**src/sv/htdr_pkg.sv**
```systemverilog
// Shared types and constants for the depth-replacement hash table.
package htdr_pkg;

  // Slot count; a power of two so the slot index is the low key bits
  localparam int unsigned TABLE_ENTRIES = 1024;
  localparam int unsigned IDX_W = $clog2(TABLE_ENTRIES);

  // Input word action codes
  localparam logic [1:0] ACT_PROBE = 2'd0;
  localparam logic [1:0] ACT_STORE = 2'd1;
  localparam logic [1:0] ACT_CLEAR = 2'd2;

  typedef enum logic [1:0] {
    ST_CLEAR,
    ST_IDLE,
    ST_LOOKUP
  } htdr_state_t;

  // One table slot
  typedef struct packed {
    logic [63:0]       key;
    logic [31:0]       move;
    logic signed [31:0] score;
    logic signed [7:0] depth;
    logic [7:0]        flags;
    logic [7:0]        age;
  } htdr_slot_t;

  // Controller to datapath
  typedef struct packed {
    logic capture;
    logic load_out;
    logic store_eval;
    logic clr_step;
  } htdr_cmd_t;

  // Datapath to controller
  typedef struct packed {
    logic [1:0] action;
    logic       out_busy;
    logic       clr_last;
  } htdr_sts_t;

endpackage

```
**src/sv/htdr_ctrl.sv**
```systemverilog
// Sequencing state machine for the depth-replacement hash table.
module htdr_ctrl import htdr_pkg::*; (
  input  logic      clk,
  input  logic      rst,
  input  logic      in_valid,
  output logic      in_stall,
  input  htdr_sts_t sts,
  output htdr_cmd_t cmd
);

  htdr_state_t state;
  htdr_state_t state_next;

  // State register; reset starts with a sweep that empties the table
  always_ff @(posedge clk) begin
    if (rst) begin
      state <= ST_CLEAR;
    end else begin
      state <= state_next;
    end
  end

  // Next state
  always_comb begin
    state_next = state;
    case (state)
      ST_CLEAR: begin
        if (sts.clr_last) state_next = ST_IDLE;
      end
      ST_IDLE: begin
        if (in_valid) state_next = ST_LOOKUP;
      end
      ST_LOOKUP: begin
        case (sts.action)
          ACT_PROBE: begin
            if (!sts.out_busy) state_next = ST_IDLE;
          end
          ACT_CLEAR: state_next = ST_CLEAR;
          default:   state_next = ST_IDLE;
        endcase
      end
      default: state_next = ST_IDLE;
    endcase
  end

  // Outputs
  always_comb begin
    in_stall       = 1'b1;
    cmd            = '0;
    case (state)
      ST_CLEAR: begin
        cmd.clr_step = 1'b1;
      end
      ST_IDLE: begin
        in_stall    = 1'b0;
        cmd.capture = in_valid;
      end
      ST_LOOKUP: begin
        cmd.load_out   = (sts.action == ACT_PROBE) && !sts.out_busy;
        cmd.store_eval = (sts.action == ACT_STORE);
      end
      default: begin
        in_stall = 1'b1;
      end
    endcase
  end

endmodule

```
**config.mk**
```make
export PLATFORM = sky130hd
export DESIGN_NAME = htdr_ctrl
export DESIGN_NICKNAME = d
export VERILOG_FILES = /design/src/sv/htdr_pkg.sv /design/src/sv/htdr_ctrl.sv
export SDC_FILE = /design/constraint.sdc
export NUM_CORES = 1
export LEC_CHECK = 0
export BUFFER_PORTS_ARGS = -buffer_cell sky130_fd_sc_hd__buf_2
export CAP_MARGIN = 10
export CELL_PAD_IN_SITES_DETAIL_PLACEMENT = 1
export CELL_PAD_IN_SITES_GLOBAL_PLACEMENT = 1
export CORE_AREA = 2 2 39 41
export CTS_CLUSTER_DIAMETER = 150
export DETAILED_ROUTE_END_ITERATION = 6
export DIE_AREA = 0 0 41 43
export GPL_TIMING_DRIVEN = 0
export PLACE_DENSITY_LB_ADDON = 0.1
export SYNTH_ARGS = -nofsm -noshare
export SYNTH_HDL_FRONTEND = slang
export SYNTH_SLANG_ARGS = --single-unit
```
**constraint.sdc**
```tcl
create_clock -name clk -period 1.5 [get_ports clk]
set_clock_uncertainty 0.05 [all_clocks]
set_input_delay 0.225 -clock clk [delete_from_list [all_inputs] [get_ports clk]]
set_output_delay 0.225 -clock clk [all_outputs]
set_load 0.02 [all_outputs]
```
==> results.toml <==
[place]
place_ws_ns = 0.176
port_buffers = 11
dp_cells = 43
dpl.hpwl_um = 349
place_congestion = 0.572

[routing]
via_count = 168
drc = 0
vias_per_cell = 3.65
drt_iter0_markers = 1
postRouteAntennaNets = 0
wl_per_cell_um = 9.35
drtPass1Iterations = 2
totalWireLength_um = 430

[logic_synthesis]
syn_area_per_cell_um2 = 7.90
synth_cell_types = 12
synth-warning-count = 0
syn-cell-area_um2 = 126
seq_area_frac_synth = 0.317
syn-num-nets = 23
synth-seq-cells = 2
netlist_instances = 16

[final_layout]
stdcell_count = 46
largest_register_ffs = 2
syn_to_final_growth_pct = 83.2
top_register = "state"
nets = 39
diodes = 0
drive_gt1_frac = 0.533
top_regs = "state x2"

[power]
switchingPower_mw = 0.0585
pwr-share-clk = 0.526
vdd_drop_max_uv = 113
combPwrFrac = 0.194
switching_share = 0.262
internal_power_mw = 0.165
p_leak_nw = 0.108
p_seq_frac = 0.280
powerDensity_nw_per_um2 = 967

[timing]
worst_slew_pin_slew_ns = 0.198
slew_viol_final = 0
setup_ws_ns = 0.112
max-slew-margin-rel = 0.867
rsz0062_at_grt = "false"
max_freq_mhz = 721
fin_crit_sh = 0.925
setup_tns_ns = 0
setup-violations-final = 0
timing.final.hold_violations = 0
finalCriticalPeriod_ns = 1.39

[hold_path]
hold_depth = 2
min_to = "state[1]$_SDFFE_PP0P_"
hp-start = "rst"
hp-class = "in2reg"

[setup_path]
startpoint_type = "flip-flop"
crit_fanout = 5
criticalPathCategory = "reg2out"
r2r-start = "state[0]$_SDFFE_PP0P_"
reg2reg_to = "state[1]$_SDFFE_PP0P_"
r2r_cells = 3
worstPathArrival_ns = 1.11
critPathRequiredTime_ns = 1.22
critical_path.startpoint = "state[0]$_SDFFE_PP0P_"
r2r_slack_ns = 0.18
crit_path_end_kind = "output port"

[floorplanning]
core_um2 = 1380
std_cell_rows = 14
die_w_um = 41
dieArea_um2 = 1760
die_y_um = 43
top_level_ports = 12
start_util = 0.0913

[clock_tree]
root_buffer = "clkbuf_4"
cts_setup_buffers = 0
cts_tree = "built"
clock_sinks = 2
htreeDepth = 1
clock_insertion_delay_worst_skew_ns = 0.22
cts_max_path_buffers = 2
cts_resized = 0
hold_buffers = 0
clkTransAtPathRegs_ns = 0.03
numCtsBuffers = 3

[global_route]
gr-total-overflow = 0
grt_usage = 0.0561
antenna_found_initial = 0
grt_pass1_wl_um = 634
grt_pass1_vias = 165
grt_max_degree = 7

[run]
max_cap_violations = 0

[run_status]
status = "finished, final reports clean"
-- layout make-up --
cell class / instances / area (µm²)
fill: 168 / 1150
multi-input combinational: 12 / 85.1
timing repair buffer: 11 / 55.1
sequential: 2 / 41.3
clock buffer: 3 / 22.5
tap: 16 / 20.0
inverter: 2 / 7.51
-- critical path: stages, from the launching register on --
cell and delay [ns]:
dfxtp_1 0.33, nand2b_1 0.19, nor3b_1 0.18, buf_2 0.19
-- power groups by stage --
stage,combinational (mW),sequential [mW],clock [mW]
3_3_place_gp,0.0428,0.0631,0
4_1_cts,0.0432,0.0625,0.126
6_report,0.0434,0.0626,0.118
5_1_grt,0.0477,0.0635,0.126
3_5_place_dp,0.0432,0.0629,0
2_1_floorplan,0.0242,0.0611,0
-- cell families after synthesis --
| logic type | count (synthesis) | share of synthesized area |
|---|---|---|
| AO/OA/AOI/OAI | 3 | 0.149 |
| buffers and inverters | 2 | 0.0594 |
| AND/OR/NAND/NOR | 9 | 0.475 |
| flip-flops | 2 | 0.317 |
-- synth_stat cells, drive strengths merged --
master	number	area [µm²]
or4b	1	10.0
dfxtp	2	40.0
a211oi	1	7.51
inv	2	7.51
nor3b	1	7.51
nand3b	1	7.51
or2b	2	15.0
a21oi	1	5.00
nor2	2	7.51
o22ai	1	6.26
nor4	1	6.26
nand2b	1	6.26
-- per-stage QoR --
stage / util / hold WS [ns] / cell area (µm²) / total power [mW]
floorplan: - / 0.244 / 126 / 0.0853
global placement: 0.146 / 0.354 / 201 / 0.106
detailed placement: 0.146 / 0.357 / 201 / 0.106
CTS: 0.162 / 0.115 / 224 / 0.232
global route: 0.167 / 0.124 / 231 / 0.238
finish: 0.167 / 0.117 / 231 / 0.224
-- routing by layer --
metal / vias up / GRT usage / part of all wire
li1: 88 / - / -
met3: 0 / 0.0314 / 0.098
met2: 8 / 0.0656 / 0.40
met4: 0 / 0.0400 / 0
met5: - / 0 / 0
met1: 72 / 0.0732 / 0.50
-- placed cells by master, fill, tap and decap left out, types with 2 or more instances in the layout --
cell,Yosys,routed
buf_2,0,11
or2b_1,2,2
inv_1,2,2
clkbuf_4,0,3
nor2_1,2,2
-- how the worst max path moves through the flow --
| stage | end | cells past startpoint |
|---|---|---|
| 3_3_place_gp | state[1]$_SDFFE_PP0P_ | 3 |
| 3_5_place_dp | state[1]$_SDFFE_PP0P_ | 3 |
| 5_1_grt | cmd[1] | 3 |
| 2_1_floorplan | cmd[2] | 2 |
| 4_1_cts | cmd[2] | 3 |
| 6_report | cmd[1] | 3 |
Note: power is estimated with default switching activity, not from simulation.
